**config.mk**
```make
export PLATFORM = sky130hd
export DESIGN_NAME = running_statistics_accumulator
export DESIGN_NICKNAME = d
export VERILOG_FILES = /design/src/rsa_pkg.sv /design/src/rsa_front.sv /design/src/rsa_back.sv /design/src/running_statistics_accumulator.sv
export SDC_FILE = /design/constraint.sdc
export NUM_CORES = 2
export LEC_CHECK = 0
export ABC_AREA = 1
export BUFFER_PORTS_ARGS = -buffer_cell sky130_fd_sc_hd__buf_2
export CELL_PAD_IN_SITES_DETAIL_PLACEMENT = 0
export CELL_PAD_IN_SITES_GLOBAL_PLACEMENT = 1
export CORE_MARGIN = 3
export CORE_UTILIZATION = 40
export DETAILED_ROUTE_END_ITERATION = 8
export PLACE_DENSITY_LB_ADDON = 0.3
export SYNTH_ARGS = -nofsm -noshare
export SYNTH_HDL_FRONTEND = slang
export SYNTH_SLANG_ARGS = --single-unit
```
**constraint.sdc**
```tcl
create_clock -name clk -period 13 [get_ports clk]
set_input_delay 2.6 -clock clk [delete_from_list [all_inputs] [get_ports clk]]
set_output_delay 2.6 -clock clk [all_outputs]
set_load 0.05 [all_outputs]
```
**src/rsa_pkg.sv**
```systemverilog
// Shared types and constants for the running statistics accumulator.
// Used by rsa_front, rsa_back and the top level; depends on nothing else.
package rsa_pkg;

    // Fixed field widths of the ports.
    localparam int SAMPLE_W = 24;
    localparam int COUNT_W  = 16;
    localparam int STD_W    = 23;

    // Internal accumulator and finishing datapath widths.
    localparam int TOTAL_W  = 40;
    localparam int SQ_W     = 63;
    localparam int PROD_W   = 79;
    localparam int DVSR_W   = 32;
    localparam int ROOT_W   = 64;
    localparam int ITER_W   = $clog2(PROD_W + 1);

    // Depth of the queue between the front and back parts (power of two).
    localparam int QDEPTH   = 4;

    // Defaults for the top-level parameters.
    localparam int DEF_SAMPLE_BITS = 24;
    localparam int DEF_COUNT_BITS  = 16;

    // Largest standard deviation that the output field can carry.
    localparam logic [STD_W-1:0] STD_MAX = {STD_W{1'b1}};

    // How the back part treats a queued transaction.
    typedef enum logic {
        KIND_SKIP = 1'b0,
        KIND_ADD  = 1'b1
    } rsa_kind_t;

    // One classified transaction as it sits in the queue.
    typedef struct packed {
        rsa_kind_t                   kind;
        logic                        last;
        logic signed [SAMPLE_W-1:0]  value;
    } rsa_item_t;

endpackage

```
**src/rsa_front.sv**
```systemverilog
// Front part: accepts input transactions, classifies them and queues them.
// Depends on rsa_pkg for the queued item type and queue depth.
module rsa_front #(
    parameter int SAMPLE_BITS = rsa_pkg::DEF_SAMPLE_BITS
) (
    input  logic                          clk,
    input  logic                          rst_n,
    input  logic [rsa_pkg::SAMPLE_W-1:0]  sample,
    input  logic                          sample_missing,
    input  logic                          last_of_set,
    input  logic                          sample_valid,
    output logic                          sample_ready,
    output rsa_pkg::rsa_item_t            item,
    output logic                          item_valid,
    input  logic                          item_pop
);
    import rsa_pkg::*;

    localparam int PTR_W  = $clog2(QDEPTH);
    localparam int FILL_W = $clog2(QDEPTH + 1);

    rsa_item_t          q_reg [QDEPTH];
    logic [PTR_W-1:0]   wr_ptr_reg;
    logic [PTR_W-1:0]   rd_ptr_reg;
    logic [FILL_W-1:0]  fill_reg;
    rsa_item_t          new_item;
    logic               push;
    logic               pop;

    // Classify the incoming transaction and sign-extend the used sample bits.
    always_comb
    begin
        new_item.kind  = sample_missing ? KIND_SKIP : KIND_ADD;
        new_item.last  = last_of_set;
        new_item.value = SAMPLE_W'($signed(sample[SAMPLE_BITS-1:0]));
    end

    assign sample_ready = (fill_reg != FILL_W'(QDEPTH));
    assign push         = sample_valid && sample_ready;
    assign item_valid   = (fill_reg != '0);
    assign pop          = item_pop && item_valid;
    assign item         = q_reg[rd_ptr_reg];

    // Queue storage.
    always_ff @(posedge clk)
    begin
        if (push)
        begin
            q_reg[wr_ptr_reg] <= new_item;
        end
    end

    // Queue pointers and fill level.
    always_ff @(posedge clk or negedge rst_n)
    begin
        if (!rst_n)
        begin
            wr_ptr_reg <= '0;
            rd_ptr_reg <= '0;
            fill_reg   <= '0;
        end
        else
        begin
            if (push)
            begin
                wr_ptr_reg <= wr_ptr_reg + PTR_W'(1);
            end
            if (pop)
            begin
                rd_ptr_reg <= rd_ptr_reg + PTR_W'(1);
            end
            if (push && !pop)
            begin
                fill_reg <= fill_reg + FILL_W'(1);
            end
            else if (pop && !push)
            begin
                fill_reg <= fill_reg - FILL_W'(1);
            end
        end
    end

endmodule

```
**src/rsa_back.sv**
```systemverilog
// Back part: accumulates queued samples and, on the closing transaction,
// runs a shift-add multiplier, a restoring divider and a square root.
// Depends on rsa_pkg for widths and the queued item type.
module rsa_back #(
    parameter int SAMPLE_BITS = rsa_pkg::DEF_SAMPLE_BITS,
    parameter int COUNT_BITS  = rsa_pkg::DEF_COUNT_BITS
) (
    input  logic                                 clk,
    input  logic                                 rst_n,
    input  rsa_pkg::rsa_item_t                   item,
    input  logic                                 item_valid,
    output logic                                 item_pop,
    output logic                                 result_valid,
    input  logic                                 result_ready,
    output logic [rsa_pkg::COUNT_W-1:0]          valid_count,
    output logic signed [rsa_pkg::SAMPLE_W-1:0]  mean_value,
    output logic [rsa_pkg::STD_W-1:0]            std_deviation,
    output logic signed [rsa_pkg::SAMPLE_W-1:0]  min_value,
    output logic signed [rsa_pkg::SAMPLE_W-1:0]  max_value,
    output logic                                 set_empty,
    output logic                                 count_saturated
);
    import rsa_pkg::*;

    localparam logic [COUNT_BITS-1:0] CMAX = {COUNT_BITS{1'b1}};
    localparam logic signed [SAMPLE_W-1:0] SMAX_V =
        SAMPLE_W'((64'd1 << (SAMPLE_BITS - 1)) - 64'd1);
    localparam logic signed [SAMPLE_W-1:0] SMIN_V = -SMAX_V - SAMPLE_W'(1);

    typedef enum logic [7:0] {
        ST_RUN  = 8'b0000_0001,
        ST_MULA = 8'b0000_0010,
        ST_MULB = 8'b0000_0100,
        ST_DIFF = 8'b0000_1000,
        ST_DIVV = 8'b0001_0000,
        ST_SQRT = 8'b0010_0000,
        ST_DIVM = 8'b0100_0000,
        ST_DONE = 8'b1000_0000
    } state_t;

    state_t                       state_reg, state_next;
    logic [COUNT_BITS-1:0]        count_reg, count_next;
    logic signed [TOTAL_W-1:0]    total_reg, total_next;
    logic [SQ_W-1:0]              sumsq_reg, sumsq_next;
    logic signed [SAMPLE_W-1:0]   min_reg, min_next;
    logic signed [SAMPLE_W-1:0]   max_reg, max_next;
    logic                         ovf_reg, ovf_next;

    logic [PROD_W-1:0]            acc_reg, acc_next;
    logic [PROD_W-1:0]            mcand_reg, mcand_next;
    logic [TOTAL_W-1:0]           mplier_reg, mplier_next;
    logic [PROD_W-1:0]            prod_reg, prod_next;
    logic [ITER_W-1:0]            iter_reg, iter_next;
    logic [DVSR_W:0]              rem_reg, rem_next;
    logic [PROD_W-1:0]            quo_reg, quo_next;
    logic [DVSR_W-1:0]            dvsr_reg, dvsr_next;
    logic [ROOT_W-1:0]            x_reg, x_next;
    logic [ROOT_W-1:0]            root_reg, root_next;
    logic [ROOT_W-1:0]            bit_reg, bit_next;
    logic [STD_W-1:0]             std_reg, std_next;

    logic                         res_valid_reg;
    logic [COUNT_W-1:0]           o_count_reg;
    logic signed [SAMPLE_W-1:0]   o_mean_reg;
    logic [STD_W-1:0]             o_std_reg;
    logic signed [SAMPLE_W-1:0]   o_min_reg;
    logic signed [SAMPLE_W-1:0]   o_max_reg;
    logic                         o_empty_reg;
    logic                         o_sat_reg;

    logic                         load_out;
    logic [2*SAMPLE_W-1:0]        square;
    logic [TOTAL_W-1:0]           mag;
    logic [PROD_W-1:0]            acc_step;
    logic [PROD_W:0]              diff;
    logic [DVSR_W:0]              rem_shift;
    logic                         rem_ge;
    logic [DVSR_W:0]              rem_step;
    logic [PROD_W-1:0]            quo_step;
    logic [ROOT_W-1:0]            trial;
    logic                         root_ge;
    logic [ROOT_W-1:0]            root_step;
    logic [TOTAL_W-1:0]           mean_q;
    logic [TOTAL_W-1:0]           mean_s;

    // Shared datapath pieces.
    always_comb
    begin
        square    = $unsigned((2*SAMPLE_W)'(item.value) * (2*SAMPLE_W)'(item.value));
        mag       = total_reg[TOTAL_W-1] ? $unsigned(-total_reg) : $unsigned(total_reg);
        acc_step  = mplier_reg[0] ? acc_reg + mcand_reg : acc_reg;
        diff      = {1'b0, prod_reg} - {1'b0, acc_reg};
        rem_shift = {rem_reg[DVSR_W-1:0], quo_reg[PROD_W-1]};
        rem_ge    = (rem_shift >= {1'b0, dvsr_reg});
        rem_step  = rem_ge ? rem_shift - {1'b0, dvsr_reg} : rem_shift;
        quo_step  = {quo_reg[PROD_W-2:0], rem_ge};
        trial     = root_reg + bit_reg;
        root_ge   = (x_reg >= trial);
        root_step = root_ge ? (root_reg >> 1) + bit_reg : (root_reg >> 1);
        mean_q    = quo_reg[TOTAL_W-1:0];
        mean_s    = total_reg[TOTAL_W-1] ? -mean_q : mean_q;
    end

    // Accumulation and finishing sequencer.
    always_comb
    begin
        state_next  = state_reg;
        count_next  = count_reg;
        total_next  = total_reg;
        sumsq_next  = sumsq_reg;
        min_next    = min_reg;
        max_next    = max_reg;
        ovf_next    = ovf_reg;
        acc_next    = acc_reg;
        mcand_next  = mcand_reg;
        mplier_next = mplier_reg;
        prod_next   = prod_reg;
        iter_next   = iter_reg;
        rem_next    = rem_reg;
        quo_next    = quo_reg;
        dvsr_next   = dvsr_reg;
        x_next      = x_reg;
        root_next   = root_reg;
        bit_next    = bit_reg;
        std_next    = std_reg;
        item_pop    = 1'b0;
        load_out    = 1'b0;

        unique case (state_reg)
            ST_RUN:
            begin
                if (item_valid)
                begin
                    item_pop = 1'b1;
                    if (item.kind == KIND_ADD)
                    begin
                        if (count_reg == CMAX)
                        begin
                            ovf_next = 1'b1;
                        end
                        else
                        begin
                            count_next = count_reg + COUNT_BITS'(1);
                            total_next = total_reg + TOTAL_W'(item.value);
                            sumsq_next = sumsq_reg + SQ_W'(square);
                            if (item.value < min_reg)
                            begin
                                min_next = item.value;
                            end
                            if (item.value > max_reg)
                            begin
                                max_next = item.value;
                            end
                        end
                    end
                    if (item.last)
                    begin
                        state_next  = ST_MULA;
                        acc_next    = '0;
                        mcand_next  = PROD_W'(sumsq_next);
                        mplier_next = TOTAL_W'(count_next);
                        iter_next   = ITER_W'(COUNT_BITS);
                    end
                end
            end
            ST_MULA:
            begin
                acc_next    = acc_step;
                mcand_next  = mcand_reg << 1;
                mplier_next = mplier_reg >> 1;
                iter_next   = iter_reg - ITER_W'(1);
                if (iter_reg == ITER_W'(1))
                begin
                    prod_next   = acc_step;
                    acc_next    = '0;
                    mcand_next  = PROD_W'(mag);
                    mplier_next = mag;
                    iter_next   = ITER_W'(TOTAL_W);
                    state_next  = ST_MULB;
                end
            end
            ST_MULB:
            begin
                acc_next    = acc_step;
                mcand_next  = mcand_reg << 1;
                mplier_next = mplier_reg >> 1;
                iter_next   = iter_reg - ITER_W'(1);
                if (iter_reg == ITER_W'(1))
                begin
                    state_next = ST_DIFF;
                end
            end
            ST_DIFF:
            begin
                // Non-positive variance or fewer than two samples give zero.
                if (count_reg < COUNT_BITS'(2) || diff[PROD_W] || diff == '0)
                begin
                    x_next     = '0;
                    root_next  = '0;
                    bit_next   = ROOT_W'(1) << (ROOT_W - 2);
                    iter_next  = ITER_W'(ROOT_W / 2);
                    state_next = ST_SQRT;
                end
                else
                begin
                    quo_next   = diff[PROD_W-1:0];
                    rem_next   = '0;
                    dvsr_next  = DVSR_W'(count_reg) * (DVSR_W'(count_reg) - DVSR_W'(1));
                    iter_next  = ITER_W'(PROD_W);
                    state_next = ST_DIVV;
                end
            end
            ST_DIVV:
            begin
                rem_next  = rem_step;
                quo_next  = quo_step;
                iter_next = iter_reg - ITER_W'(1);
                if (iter_reg == ITER_W'(1))
                begin
                    x_next     = quo_step[ROOT_W-1:0];
                    root_next  = '0;
                    bit_next   = ROOT_W'(1) << (ROOT_W - 2);
                    iter_next  = ITER_W'(ROOT_W / 2);
                    state_next = ST_SQRT;
                end
            end
            ST_SQRT:
            begin
                if (root_ge)
                begin
                    x_next = x_reg - trial;
                end
                root_next = root_step;
                bit_next  = bit_reg >> 2;
                iter_next = iter_reg - ITER_W'(1);
                if (iter_reg == ITER_W'(1))
                begin
                    std_next   = (root_step > ROOT_W'(STD_MAX)) ? STD_MAX
                                                                : root_step[STD_W-1:0];
                    quo_next   = {mag, (PROD_W - TOTAL_W)'(0)};
                    rem_next   = '0;
                    dvsr_next  = DVSR_W'(count_reg);
                    iter_next  = ITER_W'(TOTAL_W);
                    state_next = ST_DIVM;
                end
            end
            ST_DIVM:
            begin
                rem_next  = rem_step;
                quo_next  = quo_step;
                iter_next = iter_reg - ITER_W'(1);
                if (iter_reg == ITER_W'(1))
                begin
                    state_next = ST_DONE;
                end
            end
            ST_DONE:
            begin
                // Hand the result over once the output register is free.
                if (!res_valid_reg || result_ready)
                begin
                    load_out   = 1'b1;
                    count_next = '0;
                    total_next = '0;
                    sumsq_next = '0;
                    min_next   = SMAX_V;
                    max_next   = SMIN_V;
                    ovf_next   = 1'b0;
                    state_next = ST_RUN;
                end
            end
            default:
            begin
                state_next = ST_RUN;
            end
        endcase
    end

    // Control and accumulator state.
    always_ff @(posedge clk or negedge rst_n)
    begin
        if (!rst_n)
        begin
            state_reg     <= ST_RUN;
            count_reg     <= '0;
            total_reg     <= '0;
            sumsq_reg     <= '0;
            min_reg       <= SMAX_V;
            max_reg       <= SMIN_V;
            ovf_reg       <= 1'b0;
            iter_reg      <= '0;
            res_valid_reg <= 1'b0;
        end
        else
        begin
            state_reg <= state_next;
            count_reg <= count_next;
            total_reg <= total_next;
            sumsq_reg <= sumsq_next;
            min_reg   <= min_next;
            max_reg   <= max_next;
            ovf_reg   <= ovf_next;
            iter_reg  <= iter_next;
            if (load_out)
            begin
                res_valid_reg <= 1'b1;
            end
            else if (result_ready)
            begin
                res_valid_reg <= 1'b0;
            end
        end
    end

    // Finishing datapath and output payload registers.
    always_ff @(posedge clk)
    begin
        acc_reg    <= acc_next;
        mcand_reg  <= mcand_next;
        mplier_reg <= mplier_next;
        prod_reg   <= prod_next;
        rem_reg    <= rem_next;
        quo_reg    <= quo_next;
        dvsr_reg   <= dvsr_next;
        x_reg      <= x_next;
        root_reg   <= root_next;
        bit_reg    <= bit_next;
        std_reg    <= std_next;
        if (load_out)
        begin
            o_count_reg <= COUNT_W'(count_reg);
            o_mean_reg  <= (count_reg == '0) ? '0 : mean_s[SAMPLE_W-1:0];
            o_std_reg   <= std_reg;
            o_min_reg   <= min_reg;
            o_max_reg   <= max_reg;
            o_empty_reg <= (count_reg == '0);
            o_sat_reg   <= ovf_reg;
        end
    end

    assign result_valid    = res_valid_reg;
    assign valid_count     = o_count_reg;
    assign mean_value      = o_mean_reg;
    assign std_deviation   = o_std_reg;
    assign min_value       = o_min_reg;
    assign max_value       = o_max_reg;
    assign set_empty       = o_empty_reg;
    assign count_saturated = o_sat_reg;

`ifndef ASSERT_OFF
    // A dropped sample can only happen once the count is full.
    a_ovf_full: assert property (@(posedge clk) disable iff (!rst_n)
        ovf_reg |-> (count_reg == CMAX))
        else $error("overflow flag set while count not full");

    // Any accumulated sample keeps the minimum at or below the maximum.
    a_min_max: assert property (@(posedge clk) disable iff (!rst_n)
        (count_reg != '0) |-> (min_reg <= max_reg))
        else $error("minimum above maximum");

    // Handing over a result leaves cleared state for the next set.
    a_cleared: assert property (@(posedge clk) disable iff (!rst_n)
        load_out |=> (count_reg == '0 && total_reg == '0 && !ovf_reg && result_valid))
        else $error("state not cleared after result");

    // The queue is drained only while accumulating.
    a_pop_run: assert property (@(posedge clk) disable iff (!rst_n)
        item_pop |-> (state_reg == ST_RUN && item_valid))
        else $error("pop outside accumulation");
`endif

endmodule

```
**src/running_statistics_accumulator.sv**
```systemverilog
// Throughput: one sample per cycle while a set is open; the queue holds four transactions.
// A closing transaction's result is computed in turn by the serial multiplier, a 79-step
// divider, a 32-step root and a 40-step divider (the 79-step divide is skipped when the
// variance is not positive).
// Reset: asynchronous, active low; clears the queue, the sums and the output valid.
module running_statistics_accumulator #(
    parameter int SAMPLE_BITS = rsa_pkg::DEF_SAMPLE_BITS,
    parameter int COUNT_BITS  = rsa_pkg::DEF_COUNT_BITS
) (
    input  logic                                 clk,
    input  logic                                 rst_n,
    input  logic                                 sample_valid,
    output logic                                 sample_ready,
    input  logic [rsa_pkg::SAMPLE_W-1:0]         sample,
    input  logic                                 sample_missing,
    input  logic                                 last_of_set,
    output logic                                 result_valid,
    input  logic                                 result_ready,
    output logic [rsa_pkg::COUNT_W-1:0]          valid_count,
    output logic signed [rsa_pkg::SAMPLE_W-1:0]  mean_value,
    output logic [rsa_pkg::STD_W-1:0]            std_deviation,
    output logic signed [rsa_pkg::SAMPLE_W-1:0]  min_value,
    output logic signed [rsa_pkg::SAMPLE_W-1:0]  max_value,
    output logic                                 set_empty,
    output logic                                 count_saturated
);
    import rsa_pkg::*;

    rsa_item_t  item;
    logic       item_valid;
    logic       item_pop;

    // Intake and classification.
    rsa_front #(
        .SAMPLE_BITS (SAMPLE_BITS)
    ) u_front (
        .clk            (clk),
        .rst_n          (rst_n),
        .sample         (sample),
        .sample_missing (sample_missing),
        .last_of_set    (last_of_set),
        .sample_valid   (sample_valid),
        .sample_ready   (sample_ready),
        .item           (item),
        .item_valid     (item_valid),
        .item_pop       (item_pop)
    );

    // Accumulation and statistics.
    rsa_back #(
        .SAMPLE_BITS (SAMPLE_BITS),
        .COUNT_BITS  (COUNT_BITS)
    ) u_back (
        .clk             (clk),
        .rst_n           (rst_n),
        .item            (item),
        .item_valid      (item_valid),
        .item_pop        (item_pop),
        .result_valid    (result_valid),
        .result_ready    (result_ready),
        .valid_count     (valid_count),
        .mean_value      (mean_value),
        .std_deviation   (std_deviation),
        .min_value       (min_value),
        .max_value       (max_value),
        .set_empty       (set_empty),
        .count_saturated (count_saturated)
    );

endmodule

```
==> results by group <==
Clock network
  • Inserted Clock Buffers: 119
  • Clk buf depth: 3
  • CTS Hold Bufs: 0
  • CTS tree: built
  • Post-CTS Setup Bufs: 0
  • Clock latency at the later pin of the worst-skew pair: 0.83 ns
  • Clock slew at the register clock pins of the worst setup and hold paths: 0.06 ns
  • Post-CTS Resized: 0
  • H-tree levels: 3
  • Sink Count: 1011
  • Root buf cell: clkbuf_16

Finish
  • Area Growth Syn to Fin: 8.99%
  • Max FFs per register: 104
  • FILL cells: 26642
  • Fin nets: 15402
  • Share of cells above drive strength 1: 4.34%
  • Seq. cell area: 29400 µm²
  • Multi-input combinational cell area: 63900 µm²

Yosys
  • Synth Cell Area: 105000 µm²
  • Synth area leader: edfxtp_1
  • YS warnings: 0
  • Mapped Avg Cell Area: 7.61 µm²
  • Async set or reset register ratio after synthesis: 18.9%
  • Synth Instances: 13738
  • Library cells used by synthesis: 72
  • Synth area leaders: edfxtp_1 (24%), fa_1 (16%), nand2_1 (11%), inv_1 (9.9%), ha_1 (8.2%)
  • Synth top area share: 23.5%
  • EDFF count, synth: 820
  • Post-synthesis sequential area ratio: 28.1%
  • Flop and latch count out of synthesis: 1011
  • Ys flop type: edfxtp_1

Setup path
  • Critical path type: reg -> reg
  • Slowest cell on the critical path: fa_1
  • Worst path buffer plus inverter count: 11
  • Cell family with most CP delay: adder cells
  • Reg2Reg Setup Slack: 1.30 ns
  • Critical Path Source: u_front.rd_ptr_reg[1]$_DFFE_PN0P_
  • Setup crit start kind: register
  • Slowest stage delay, CP: 0.82 ns
  • Setup crit end kind: register
  • RR Startpoint: u_front.rd_ptr_reg[1]$_DFFE_PN0P_
  • Required @ worst endpoint: 13.51 ns
  • CP arrival: 12.21 ns
  • Worst-path maximum fanout: 26
  • Reg2Reg Depth: 44
  • Reg2Reg Capture Point: u_back.mcand_reg[58]$_DFFE_PP_

STA
  • Relative slew slack: 24.6%
  • Achievable frequency: 85.5 MHz
  • Fin crit period: 11.70 ns
  • Slew of the pin with the lowest slew margin: 1.13 ns
  • Clk_skew: 0.0934 ns
  • Fin. max-slew vios: 0
  • Hold Slack: 0.418 ns
  • Setup violations, final: 0
  • Post-route clock period utilization: 90.0%
  • Final setup TNS: 0 ns
  • Unrepaired setup endpoints after global routing: false
  • Final hold violations: 0

Floorplanning
  • Die area: 268000 µm²
  • Die height: 517 µm
  • Core area: 260000 µm²
  • Initial Util: 40.2%
  • Num rows: 187
  • Die Wd: 517 µm
  • I/O pin count: 145

Placement
  • Routability Congestion: 0.970
  • Post-DP HPWL: 296 mm
  • Port Buffers: 144

Status
  • Status: finished, final reports clean

Global route
  • Vias in the first global route: 91297
  • Largest net degree at the start of global routing: 127
  • Total GRT Usage: 27.1%
  • Gr ovfl total: 0
  • First-pass GRT wire length: 555 mm
  • Initial antenna violation count: 7

Drt
  • Detailed-route DRC error count: 0
  • DR iter-0 viols: 7647
  • Via count: 91577
  • Post-route ant nets: 0
  • 1st-pass router iterations: 6
  • Final wirelength: 365 mm
  • WL per Instance: 20.9 µm
  • Vias per cell: 5.25

Min path
  • HP Class: reg -> reg
  • Hold_sp: u_back.std_reg[2]$_SDFFCE_PN1P_
  • Hold worst-path end: u_back.std_deviation[2]$_DFFE_PP_
  • Hold Crit Depth: 0

Job
  • MaxCap Viol Count: 0
==> area by class of cell <==
cell class / count / area share, %
tap: 3496 / 3.84
inverter: 2789 / 9.18
timing repair buffer: 256 / 1.39
antenna: 4 / 0.00878
clock inverter: 89 / 0.957
clock buffer: 137 / 2.73
sequential: 1011 / 25.8
multi-input combinational: 9670 / 56.1
==> routing by layer <==
| metal | vias up | track usage (%) | wire length [µm] |
|---|---|---|---|
| li1 | 44120 | - | - |
| met1 | 44038 | 37.4 | 162000 |
| met2 | 2815 | 43.5 | 164000 |
| met3 | 604 | 2.94 | 22200 |
| met4 | 0 | 11.2 | 16700 |
| met5 | - | 0 | 0 |
==> cells in the final DEF (no fill, tap or decap), drive strengths merged, types with 35 or more instances in the layout <==
master | Yosys | final
inv | 2763 | 2775
fa | 836 | 836
buf | 45 | 256
o221ai | 61 | 61
edfxtp | 820 | 820
ha | 689 | 689
o211ai | 48 | 48
o21ai | 905 | 905
nand2 | 3168 | 3168
xnor2 | 148 | 148
a31oi | 58 | 58
nor3 | 121 | 121
a21oi | 845 | 845
o22ai | 123 | 123
xor2 | 247 | 247
nor2 | 1442 | 1442
clkinv | 26 | 75
or2 | 44 | 44
nand3b | 35 | 35
dfrtp | 166 | 166
a21o | 45 | 45
nand3 | 408 | 408
nor4 | 54 | 54
o21a | 59 | 59
o21bai | 35 | 35
nand4 | 133 | 133
clkbuf | 245 | 137
==> through the flow <==
step | setup WS [ns] | std cells | utilization [%] | cell area, µm²
after global placement | 1.72 | 17222 | 42.2 | 110000
after floorplan | 1.38 | 13760 | - | 105000
after detailed placement | 1.59 | 17222 | 42.2 | 110000
after global routing | 0.520 | 17449 | 43.9 | 114000
final | 1.30 | 17452 | 43.9 | 114000
after CTS | 1.47 | 17448 | 43.9 | 114000
==> worst max path at each step <==
stage / endpoint / slack, ns / cells after the start
2_1_floorplan: u_back.acc_reg[0]$_SDFFCE_PP0P_ / 1.38 / 7
3_3_place_gp: u_back.mcand_reg[58]$_DFFE_PP_ / 1.72 / 43
3_5_place_dp: u_back.mcand_reg[58]$_DFFE_PP_ / 1.59 / 43
4_1_cts: u_back.mcand_reg[58]$_DFFE_PP_ / 1.47 / 43
5_1_grt: u_back.mcand_reg[54]$_DFFE_PP_ / 0.52 / 43
6_report: u_back.mcand_reg[58]$_DFFE_PP_ / 1.30 / 44
==> synthesized netlist by cell type (all sizes together) (11+ instances only) <==
library cell	number
a21o	45
a32oi	22
a31oi	58
dfrtp	166
xor2	247
dfstp	25
clkinv	26
nand3b	35
o31ai	11
ha	689
a21boi	19
nor4	54
clkbuf	245
or2	44
and2	16
edfxtp	820
buf	45
o22ai	123
o211ai	48
nor3	121
xnor2	148
nand3	408
o21ai	905
nand2	3168
a22oi	13
o21bai	35
nor2	1442
a21oi	845
inv	2763
o21a	59
fa	836
nand4	133
o221ai	61
==> cell families after synthesis <==
family          synth area share [%]
compound gates                  12.2
xor+xnor                        3.31
fa+ha+maj                       24.2
buf+inv                         11.1
flops                           28.1
mux                           0.0203
other cells                  0.00718
simple gates                    21.0
Power is not shown: default switching activity piles up to over one toggle a cycle in this logic, so the estimate is an artifact.
